`src/rtl/isc_pkg.sv`:
```
// shared types, codes and reset values for the idle sleep tier controller
package isc_pkg;

    localparam int unsigned TIME_W = 32;
    localparam int unsigned CFG_INDEX_W = 3;
    localparam int unsigned CFG_DATA_W = 32;

    typedef logic [1:0] tier_t;
    typedef logic [1:0] func_t;
    typedef logic [TIME_W-1:0] time_t;
    typedef logic [CFG_INDEX_W-1:0] cfg_index_t;

    localparam tier_t TIER_ACTIVE      = 2'd0;
    localparam tier_t TIER_DIM         = 2'd1;
    localparam tier_t TIER_SCREEN_OFF  = 2'd2;
    localparam tier_t TIER_LIGHT_SLEEP = 2'd3;

    localparam func_t FUNC_TICK     = 2'd0;
    localparam func_t FUNC_ACTIVITY = 2'd1;
    localparam func_t FUNC_RESTART  = 2'd2;

    localparam cfg_index_t CFG_LIGHT_SLEEP_ENABLE   = 3'd0;
    localparam cfg_index_t CFG_DIM_AFTER_MS         = 3'd1;
    localparam cfg_index_t CFG_SCREEN_OFF_AFTER_MS  = 3'd2;
    localparam cfg_index_t CFG_LIGHT_SLEEP_AFTER_MS = 3'd3;
    localparam cfg_index_t CFG_USER_SLEEP_DELAY_MS  = 3'd4;

    localparam logic  RST_LIGHT_SLEEP_ENABLE   = 1'b1;
    localparam time_t RST_DIM_AFTER_MS         = 32'd30000;
    localparam time_t RST_SCREEN_OFF_AFTER_MS  = 32'd60000;
    localparam time_t RST_LIGHT_SLEEP_AFTER_MS = 32'd300000;
    localparam time_t RST_USER_SLEEP_DELAY_MS  = 32'd5000;

endpackage

```
`src/rtl/idle_sleep_tier_controller_top.sv`:
```
// idle sleep tier controller: input register, tier decision, result register
//
// Each accepted word (tick, activity note or restart with a millisecond
// timestamp) yields one result word with the power tier and a changed flag.
// A word sits in the input register, where the tier decision (two
// 32-bit wrapping subtractions and a few compares) runs against the policy
// state, and is then held in the result register until taken. One word is
// accepted per cycle as long as the result side keeps taking words; the result
// word is loaded into the result register when it leaves the input register,
// and is taken from there. A stalled result side holds at most two words, one
// in each register, before the input stalls. Configuration registers are
// written through cfg_we/cfg_index/cfg_data; the user must write them only
// while the block is idle, which the block itself does not enforce; writes
// to indexes beyond the register list are ignored.
module idle_sleep_tier_controller_top
(
    input  logic                       clk,
    input  logic                       rst_n,
    input  logic                       cfg_we,
    input  isc_pkg::cfg_index_t        cfg_index,
    input  logic [isc_pkg::CFG_DATA_W-1:0] cfg_data,
    input  logic                       in_valid,
    output logic                       in_ready,
    input  isc_pkg::func_t             func,
    input  isc_pkg::time_t             now_ms,
    input  logic                       busy_req,
    input  logic                       user_asleep,
    output logic                       out_valid,
    input  logic                       out_ready,
    output isc_pkg::tier_t             tier,
    output logic                       changed
);
    import isc_pkg::*;

    // configuration
    logic  light_sleep_enable_reg;
    time_t dim_after_ms_reg;
    time_t screen_off_after_ms_reg;
    time_t light_sleep_after_ms_reg;
    time_t user_sleep_delay_ms_reg;

    // policy state
    tier_t current_tier_reg, current_tier_next;
    logic  tier_changed_reg, tier_changed_next;
    time_t last_activity_reg, last_activity_next;
    time_t sleep_request_reg, sleep_request_next;
    logic  prior_asleep_reg, prior_asleep_next;

    // input register
    logic  a_valid_reg;
    func_t a_func_reg;
    time_t a_now_reg;
    logic  a_busy_reg;
    logic  a_asleep_reg;

    // result register
    logic  out_valid_reg;
    tier_t out_tier_reg;
    logic  out_changed_reg;

    logic  advance;
    time_t since_request;
    time_t idle_time;
    time_t request_time;
    tier_t tick_tier;

    assign advance  = a_valid_reg && (!out_valid_reg || out_ready);
    assign in_ready = !a_valid_reg || advance;

    assign out_valid = out_valid_reg;
    assign tier      = out_tier_reg;
    assign changed   = out_changed_reg;

    always_ff @(posedge clk or negedge rst_n)
    begin
        if (!rst_n)
        begin
            light_sleep_enable_reg   <= RST_LIGHT_SLEEP_ENABLE;
            dim_after_ms_reg         <= RST_DIM_AFTER_MS;
            screen_off_after_ms_reg  <= RST_SCREEN_OFF_AFTER_MS;
            light_sleep_after_ms_reg <= RST_LIGHT_SLEEP_AFTER_MS;
            user_sleep_delay_ms_reg  <= RST_USER_SLEEP_DELAY_MS;
        end
        else if (cfg_we)
        begin
            case (cfg_index)
                CFG_LIGHT_SLEEP_ENABLE:   light_sleep_enable_reg   <= cfg_data[0];
                CFG_DIM_AFTER_MS:         dim_after_ms_reg         <= cfg_data;
                CFG_SCREEN_OFF_AFTER_MS:  screen_off_after_ms_reg  <= cfg_data;
                CFG_LIGHT_SLEEP_AFTER_MS: light_sleep_after_ms_reg <= cfg_data;
                CFG_USER_SLEEP_DELAY_MS:  user_sleep_delay_ms_reg  <= cfg_data;
                default:                  ;
            endcase
        end
    end

    always_ff @(posedge clk or negedge rst_n)
    begin
        if (!rst_n)
        begin
            a_valid_reg <= 1'b0;
        end
        else if (in_ready)
        begin
            a_valid_reg <= in_valid;
        end
    end

    always_ff @(posedge clk)
    begin
        if (in_valid && in_ready)
        begin
            a_func_reg   <= func;
            a_now_reg    <= now_ms;
            a_busy_reg   <= busy_req;
            a_asleep_reg <= user_asleep;
        end
    end

    // a fresh sleep request restarts the delay at this word's time
    assign request_time  = (a_asleep_reg && !prior_asleep_reg) ? a_now_reg
                                                               : sleep_request_reg;
    assign since_request = a_now_reg - request_time;
    assign idle_time     = a_now_reg - last_activity_reg;

    always_comb
    begin
        if (a_busy_reg)
        begin
            tick_tier = TIER_ACTIVE;
        end
        else if (a_asleep_reg)
        begin
            if (light_sleep_enable_reg && since_request >= user_sleep_delay_ms_reg)
                tick_tier = TIER_LIGHT_SLEEP;
            else
                tick_tier = TIER_SCREEN_OFF;
        end
        else if (light_sleep_enable_reg && idle_time >= light_sleep_after_ms_reg)
        begin
            tick_tier = TIER_LIGHT_SLEEP;
        end
        else if (idle_time >= screen_off_after_ms_reg)
        begin
            tick_tier = TIER_SCREEN_OFF;
        end
        else if (idle_time >= dim_after_ms_reg)
        begin
            tick_tier = TIER_DIM;
        end
        else
        begin
            tick_tier = TIER_ACTIVE;
        end
    end

    always_comb
    begin
        current_tier_next  = current_tier_reg;
        tier_changed_next  = tier_changed_reg;
        last_activity_next = last_activity_reg;
        sleep_request_next = sleep_request_reg;
        prior_asleep_next  = prior_asleep_reg;
        case (a_func_reg)
            FUNC_TICK:
            begin
                sleep_request_next = request_time;
                prior_asleep_next  = a_asleep_reg;
                if (a_busy_reg)
                    last_activity_next = a_now_reg;
                current_tier_next = tick_tier;
                tier_changed_next = (tick_tier != current_tier_reg);
            end
            FUNC_ACTIVITY:
            begin
                last_activity_next = a_now_reg;
            end
            FUNC_RESTART:
            begin
                current_tier_next  = TIER_ACTIVE;
                tier_changed_next  = 1'b1;
                last_activity_next = a_now_reg;
                sleep_request_next = a_now_reg;
                prior_asleep_next  = 1'b0;
            end
            default:
            begin
                current_tier_next = current_tier_reg;
            end
        endcase
    end

    always_ff @(posedge clk or negedge rst_n)
    begin
        if (!rst_n)
        begin
            current_tier_reg  <= TIER_ACTIVE;
            tier_changed_reg  <= 1'b1;
            last_activity_reg <= '0;
            sleep_request_reg <= '0;
            prior_asleep_reg  <= 1'b0;
        end
        else if (advance)
        begin
            current_tier_reg  <= current_tier_next;
            tier_changed_reg  <= tier_changed_next;
            last_activity_reg <= last_activity_next;
            sleep_request_reg <= sleep_request_next;
            prior_asleep_reg  <= prior_asleep_next;
        end
    end

    always_ff @(posedge clk or negedge rst_n)
    begin
        if (!rst_n)
        begin
            out_valid_reg <= 1'b0;
        end
        else if (advance)
        begin
            out_valid_reg <= 1'b1;
        end
        else if (out_ready)
        begin
            out_valid_reg <= 1'b0;
        end
    end

    always_ff @(posedge clk)
    begin
        if (advance)
        begin
            out_tier_reg    <= current_tier_next;
            out_changed_reg <= tier_changed_next;
        end
    end

endmodule

```
`config.mk`:
```
export PLATFORM = sky130hd
export DESIGN_NAME = idle_sleep_tier_controller_top
export DESIGN_NICKNAME = d
export VERILOG_FILES = /design/src/rtl/isc_pkg.sv /design/src/rtl/idle_sleep_tier_controller_top.sv
export SDC_FILE = /design/constraint.sdc
export NUM_CORES = 1
export LEC_CHECK = 0
export BUFFER_PORTS_ARGS = -buffer_cell sky130_fd_sc_hd__buf_2
export CORE_ASPECT_RATIO = 0.75
export CORE_MARGIN = 2
export CORE_UTILIZATION = 56
export CTS_CLUSTER_SIZE = 8
export DETAILED_ROUTE_END_ITERATION = 12
export PLACE_DENSITY_LB_ADDON = 0.2
export SLEW_MARGIN = 40
export SYNTH_ARGS = -nofsm -noshare
export SYNTH_HDL_FRONTEND = slang
export SYNTH_SLANG_ARGS = --single-unit
```
`constraint.sdc`:
```
create_clock -name clk -period 5 [get_ports clk]
set_input_delay 1 -clock clk [delete_from_list [all_inputs] [get_ports clk]]
set_output_delay 1 -clock clk [all_outputs]
set_load 0.01 [all_outputs]
```
==> results of run 1 <==
cells in the final DEF, fill, tap and decap left out, types with 9 or more instances in the layout:
cell	netlist	layout
nand3_1	19	18
nor2_1	43	39
inv_1	174	172
mux2i_1	25	25
buf_2	1	79
xor2_1	15	14
a21oi_2	0	15
nand2b_1	26	26
mux2_2	99	99
clkbuf_1	29	25
clkbuf_16	0	38
a31oi_1	11	9
buf_4	0	143
nand2_1	128	127
nand4_1	20	20
xnor2_1	44	35
edfxtp_1	39	39
a21oi_1	77	61
nor2b_1	24	22
ha_1	187	178
o21ai_1	9	17
nor3_1	19	16
dfrtp_1	170	170
a21o_1	74	74
dfstp_2	29	29
o21ai_0	138	122
power by group through the flow:
stage,clock network (uW),logic [uW],registers [uW]
floorplan,0,3330,2610
global placement,0,4870,2660
detailed placement,0,5030,2680
CTS,2260,5280,2660
global route,2340,6170,2710
finish,2210,5560,2660
per-layer routing:
layer / part of all wire (%) / routed length, um
met2: 40 / 15200
met1: 52 / 19900
met4: 1.3 / 500
met5: 0 / 0
met3: 6.7 / 2550
area by class of cell:
cell class / instances / area share [%]
clock buffers: 62 / 5.51
inverters: 174 / 3.53
multi-input cells: 1067 / 46.8
flip-flops and latches: 238 / 33.4
well taps: 351 / 2.37
repair buffers: 227 / 8.38
worst paths after layout:
check	endpoint	slack [ps]	cells past startpoint
worst max-delay path	changed$_DFFE_PP_	-20	23
max in group asynchronous	light_sleep_enable_reg$_DFFE_PN1P_	3520	2
worst max register to register	changed$_DFFE_PP_	-20	23
worst min-delay path	out_valid$_DFFE_PN0P_	490	1
min in group asynchronous	sleep_request_reg[4]$_DFFE_PN0P_	540	1
worst min register to register	out_valid$_DFFE_PN0P_	490	1
critical path: cells and delay by family, from the launching register on:
kind / cells / cell delay (ps)
compound gates: 13 / 2360
xor+xnor: 2 / 280
fa+ha+maj: 2 / 590
buf+inv: 1 / 180
flops: 1 / 410
mux: 1 / 230
simple gates: 4 / 700
cells by family (layout without fill, tap and decap cells):
kind of cell	count (synthesis)	after routing
AOI/OAI and AO/OA	385	385
xor gates and xnor gates	59	59
adders and majority gates	189	189
buffers and inverters	213	463
DFF	238	238
muxes	124	124
and+or+nand+nor	310	310
stage by stage:
step | std cells | setup TNS [ps] | utilization [%] | cell area (um^2)
4_1_cts | 2110 | 0 | 67.7 | 18200
6_report | 2119 | -20.1 | 69.0 | 18500
3_3_place_gp | 2041 | -1890 | 62.9 | 16900
5_1_grt | 2119 | -1070 | 69.0 | 18500
3_5_place_dp | 2041 | -2400 | 62.9 | 16900
2_1_floorplan | 1518 | 0 | - | 15200
timing repair:
action	in CTS	in global routing
pin swaps	37	41
setup endpoints to repair	6	6
setup buffers	7	8
gates resized for setup	49	53
==> impl_metrics.py, run 1 <==
metrics = {
    "yosys": {
        "synth_compound_area_share_pct": 15.8,
        "ys_seq_area_share_pct": 40.9,
        "ys_ff_latch": 238,
        "synth_cells": 1518,
        "synth_top_family_by_area": "compound AO/OA/AOI/OAI gates",
        "synth_area_leaders": "dfrtp_1 (28%), ha_1 (15%), edfxtp_1 (7.7%)",
        "synth_edf_count": 39,
        "synthXorXnorAreaFrac_pct": 3.41,
        "synth_top_area_share_pct": 28.1,
        "async_flop_share_pct": 83.6,
        "yosysMostFrequentCell": "ha_1",
        "yosys_warnings": 0,
        "syn_avg_cell_area_um2": 9.97,
        "synthSimpleGateAreaFrac_pct": 9.87,
        "syn-num-nets": 1782,
        "syn_area_um2": 15100,
        "synth_top_area_cell": "dfrtp_1",
        "synth_cell_type_count": 71,
        "synth_fa_ha_area_share_pct": 15.7,
        "synth_ff_type": "dfrtp_1",
        "synthMuxAreaShare_pct": 9.02,
        "synthTopCellsByCount": "ha_1 (187), inv_1 (174), dfrtp_1 (170), o21ai_0 (138), nand2_1 (128)",
    },
    "power": {
        "seqPwrFrac_pct": 25.5,
        "p_int_uw": 6450,
        "vdd_drop_max_uv": 411,
        "total_power_uw": 10400,
        "p_per_area_nw_per_um2": 564,
        "switching_share_pct": 38.2,
        "combPwrFrac_pct": 53.3,
        "total_leakage_power_uw": 0.00885,
        "netSwitchingPower_uw": 3980,
        "p_clk_share_pct": 21.2,
    },
    "clock_tree": {
        "cts_tree": "built",
        "clkTransAtPathRegs_ps": 50,
        "clkLatencyLatePin_ps": 520,
        "clockRootBuffer": "clkbuf_16",
        "hold_buffers": 0,
        "cts_buffers": 35,
        "htreeDepth": 2,
        "clockBufferDepth": 3,
        "clkSinkCount": 238,
    },
    "run_status": {
        "status": "complete, but fails checks",
        "failed_checks": "negative setup slack",
    },
    "sta": {
        "finalHoldViolCount": 0,
        "fin_crit_sh_pct": 100,
        "relSlewSlack_pct": 48.6,
        "worstMarginPinSlew_ps": 771,
        "rsz0062_at_grt": "true",
        "max_freq_ghz": 0.199,
        "fin_crit_ps": 5020,
        "fin_ws_ps": -20.1,
        "holdWs_ps": 489,
        "drv_slew": 0,
        "skew_ps": 15.7,
        "setup_viol": 1,
    },
    "global_routing": {
        "grt_use_total_pct": 27.1,
        "antenna_found_initial": 0,
        "grt_pass1_wl_um": 61100,
        "grt_pass1_vias": 11506,
        "grt_max_degree": 90,
        "grt-busiest-layer": "met1",
        "grt_util_met2_pct": 37.6,
        "grt_overflow": 0,
        "grt_use_met3_pct": 6.33,
        "grt_use_met1_pct": 42.9,
    },
    "setup_path": {
        "reg2reg_from": "prior_asleep_reg$_DFFE_PN0P_",
        "slowest_delay_ps": 410,
        "cpMostUsedCell": "a21oi_1",
        "crit_path_start": "prior_asleep_reg$_DFFE_PN0P_",
        "end_kind": "flop",
        "cp-start-kind": "flop",
        "path_max_fanout": 6,
        "crit_chain": "nor2b_4 > buf_4 > mux2i_1 > ha_1 > a21oi_1 > o2111ai_1 > a311oi_1 > a21oi_1 > a22oi_2 > a21boi_2 > a211o_1 > a21o_1 > a21oi_1 > xnor2_1 > ha_1 > nand4_1 > nor3_2 > nand2_1 > o21ai_1 > a31oi_1 > a21oi_2 > xnor2_1 > a21oi_1",
        "crit_slowest_cell": "dfrtp_1",
        "critPathKind": "reg -> reg",
        "cp.required_ps": 5260,
        "arrival_ps": 5280,
    },
    "route": {
        "via_per_inst": 5.58,
        "ant_nets": 0,
        "routedWlPerCell_um": 18.0,
        "wl_um": 38100,
        "dr.pass1.iters": 5,
        "drt_iter0_markers": 926,
        "num_vias": 11819,
        "drc_errors": 0,
    },
    "floorplan": {
        "fp-row-count": 52,
        "die-area_um2": 28400,
        "fp.coreArea_um2": 26800,
        "die-width_um": 194,
        "chipHeight_um": 146,
        "io_pins": 81,
        "start_util_pct": 56.5,
    },
    "final_layout": {
        "drive_gt1_share_pct": 27.3,
        "fill_cells": 2059,
        "diodes": 0,
        "multi_input_area_um2": 8650,
        "area_growth_pct": 22.2,
        "ff_latch_area_um2": 6190,
        "fin_nets": 2007,
    },
    "placed_design": {
        "post-place-ws_ps": -567,
        "dp_hpwl_um": 28900,
        "port_buffers": 80,
        "gp_congestion": 0.908,
    },
    "worst_hold_path": {
        "hp-start": "a_valid_reg$_DFFE_PN0N_",
        "min_path_type": "reg -> reg",
    },
    "run": {
        "drv_cap": 0,
    },
}
Power figures use the tool's default switching activity.
==> run 2: changes to the inputs <==
Settings changed: REMOVE_ABC_BUFFERS from default to 1.
==> run 2 against run 1 <==
The run still ends with negative setup slack left. Register-to-register slack worse by 20 ps. Clock power about the same. Design area down 1.5%. Sequential power about the same. Core utilization down 1.0 points. First-iteration DRC count down 1.3%. Wire length down 0.68%. Worst setup slack worse by 15 ps. Largest cell class unchanged. Highest routed layer unchanged.
==> impl_metrics.py, run 2 (synthesis results as in run 1) <==
metrics = {
    "setup_path": {
        "arrival_ps": 5290,
        "slowest_delay_ps": 410,
        "path_buf_inv": 1,
        "crit_family": "compound AO/OA/AOI/OAI gates",
        "crit_slowest_cell": "edfxtp_1",
        "worst-path-stages": 26,
        "cp-start-kind": "flop",
        "crit_path_start": "a_asleep_reg$_DFFE_PP_",
        "reg2reg_from": "a_asleep_reg$_DFFE_PP_",
        "critPathKind": "reg -> reg",
        "path_max_fanout": 3,
        "r2r-end": "changed$_DFFE_PP_",
        "crit_path_end": "changed$_DFFE_PP_",
        "ff2ff_setup_slack_ps": -40,
        "cp.required_ps": 5250,
        "reg2reg_depth": 26,
        "end_kind": "flop",
    },
    "run": {
        "drv_cap": 0,
    },
    "floorplan": {
        "die-area_um2": 28400,
        "fp-row-count": 52,
        "fp.coreArea_um2": 26800,
        "chipHeight_um": 146,
        "start_util_pct": 56.5,
        "io_pins": 81,
        "die-width_um": 194,
    },
    "final_layout": {
        "fin_nets": 1991,
        "layout_commonest_cell": "ha_1",
        "drive_gt1_share_pct": 25.7,
        "final_cell_mix": "ha_1 (181), inv_1 (172), dfrtp_1 (170)",
        "fin_util_pct": 68.0,
        "fin_cells": 2102,
        "area_growth_pct": 20.4,
    },
    "sta": {
        "drv_slew": 0,
        "skew_ps": 10.6,
        "fin_ws_ps": -35.2,
        "finalSetupTns_ps": -50.8,
        "max_freq_ghz": 0.199,
        "finalHoldViolCount": 0,
        "fin_crit_sh_pct": 101,
        "worstMarginPinSlew_ps": 687,
        "rsz0062_at_grt": "true",
        "setup_viol": 2,
        "relSlewSlack_pct": 54.2,
        "holdWs_ps": 451,
        "fin_crit_ps": 5040,
    },
    "clock_tree": {
        "clockBufferDepth": 3,
        "clkTransAtPathRegs_ps": 50,
        "cts_buffers": 35,
        "cts_tree": "built",
        "htreeDepth": 2,
        "clkSinkCount": 238,
        "clockRootBuffer": "clkbuf_16",
        "clkLatencyLatePin_ps": 510,
    },
    "power": {
        "p_per_area_nw_per_um2": 563,
        "netSwitchingPower_uw": 3910,
        "vdd_drop_max_uv": 290,
        "total_power_uw": 10300,
        "combPwrFrac_pct": 52.7,
        "total_leakage_power_uw": 0.00873,
        "p_clk_share_pct": 21.4,
        "seqPwrFrac_pct": 25.9,
        "switching_share_pct": 38.1,
        "p_int_uw": 6360,
    },
    "global_routing": {
        "grt_overflow": 0,
        "antenna_found_initial": 1,
        "grt_use_total_pct": 26.9,
        "grt_max_degree": 105,
        "grt_pass1_wl_um": 60800,
        "grt_pass1_vias": 11506,
    },
    "route": {
        "drt_iter0_markers": 914,
        "ant_nets": 0,
        "dr.pass1.iters": 5,
        "wl_um": 37800,
        "drc_errors": 0,
        "num_vias": 11887,
        "via_per_inst": 5.66,
        "routedWlPerCell_um": 18.0,
    },
    "placed_design": {
        "dp_hpwl_um": 28300,
        "port_buffers": 80,
        "gp_congestion": 0.944,
        "place_inst": 2021,
    },
    "worst_hold_path": {
        "min_path_type": "in -> async",
    },
    "run_status": {
        "status": "complete, but fails checks",
        "failed_checks": "negative setup slack",
    },
}
## run 2: cell types whose count changed in the layout (fill, tap and decap cells not counted), moves of 3 or more
cell / change
o21ai_0: +3
ha_4: -3
a21oi_1: +3
a21oi_2: -3
buf_4: -15
ha_1: +3
## run 2: final cells by class
type | count | area, um^2
timing repair buffer | 211 | 1420
fill | 2140 | 8570
antenna | 1 | 2.50
inverter | 174 | 653
sequential | 238 | 6190
clock buffer | 60 | 1010
multi-input combinational | 1067 | 8510
tap | 351 | 439
## run 2: routing by layer
metal,track usage (%),routed length [um]
met1,42.8,19400
met2,37.9,15300
met3,4.23,2400
met4,7.08,800
met5,0,0
## run 2: worst min-delay path by stage
stage                                           from                               end  slack (ps)  cells after the start
finish                                         rst_n  sleep_request_reg[7]$_DFFE_PN0P_         450                      1
global route                                   rst_n  sleep_request_reg[7]$_DFFE_PN0P_         490                      1
CTS                                            rst_n  sleep_request_reg[6]$_DFFE_PN0P_         470                      1
detailed placement  last_activity_reg[0]$_DFFE_PN0P_  last_activity_reg[0]$_DFFE_PN0P_         480                      2
global placement             a_valid_reg$_DFFE_PN0N_             out_valid$_DFFE_PN0P_         460                      1
floorplan                    a_valid_reg$_DFFE_PN0N_             out_valid$_DFFE_PN0P_         450                      1
## run 2: power groups by stage
stage	clock network [uW]	registers (uW)	logic, uW
after global placement	0	2660	4790
after floorplan	0	2610	3320
after CTS	2240	2650	5190
after global routing	2320	2700	6030
final	2200	2660	5410
after detailed placement	0	2680	4970
## run 2: per-stage QoR
stage / setup WS [ps] / instance area, um^2
after global routing: -308 / 18200
final: -35.2 / 18200
after global placement: -153 / 16700
after CTS: -14.5 / 18000
after detailed placement: -283 / 16700
after floorplan: -1440 / 15000
## run 2: repair_timing
item,in CTS,in global routing
gates resized for setup,40,40
setup endpoints to repair,6,6
hold endpoints to repair,0,0
pin swaps,38,34
hold buffers,0,0
buffers inserted,9,12
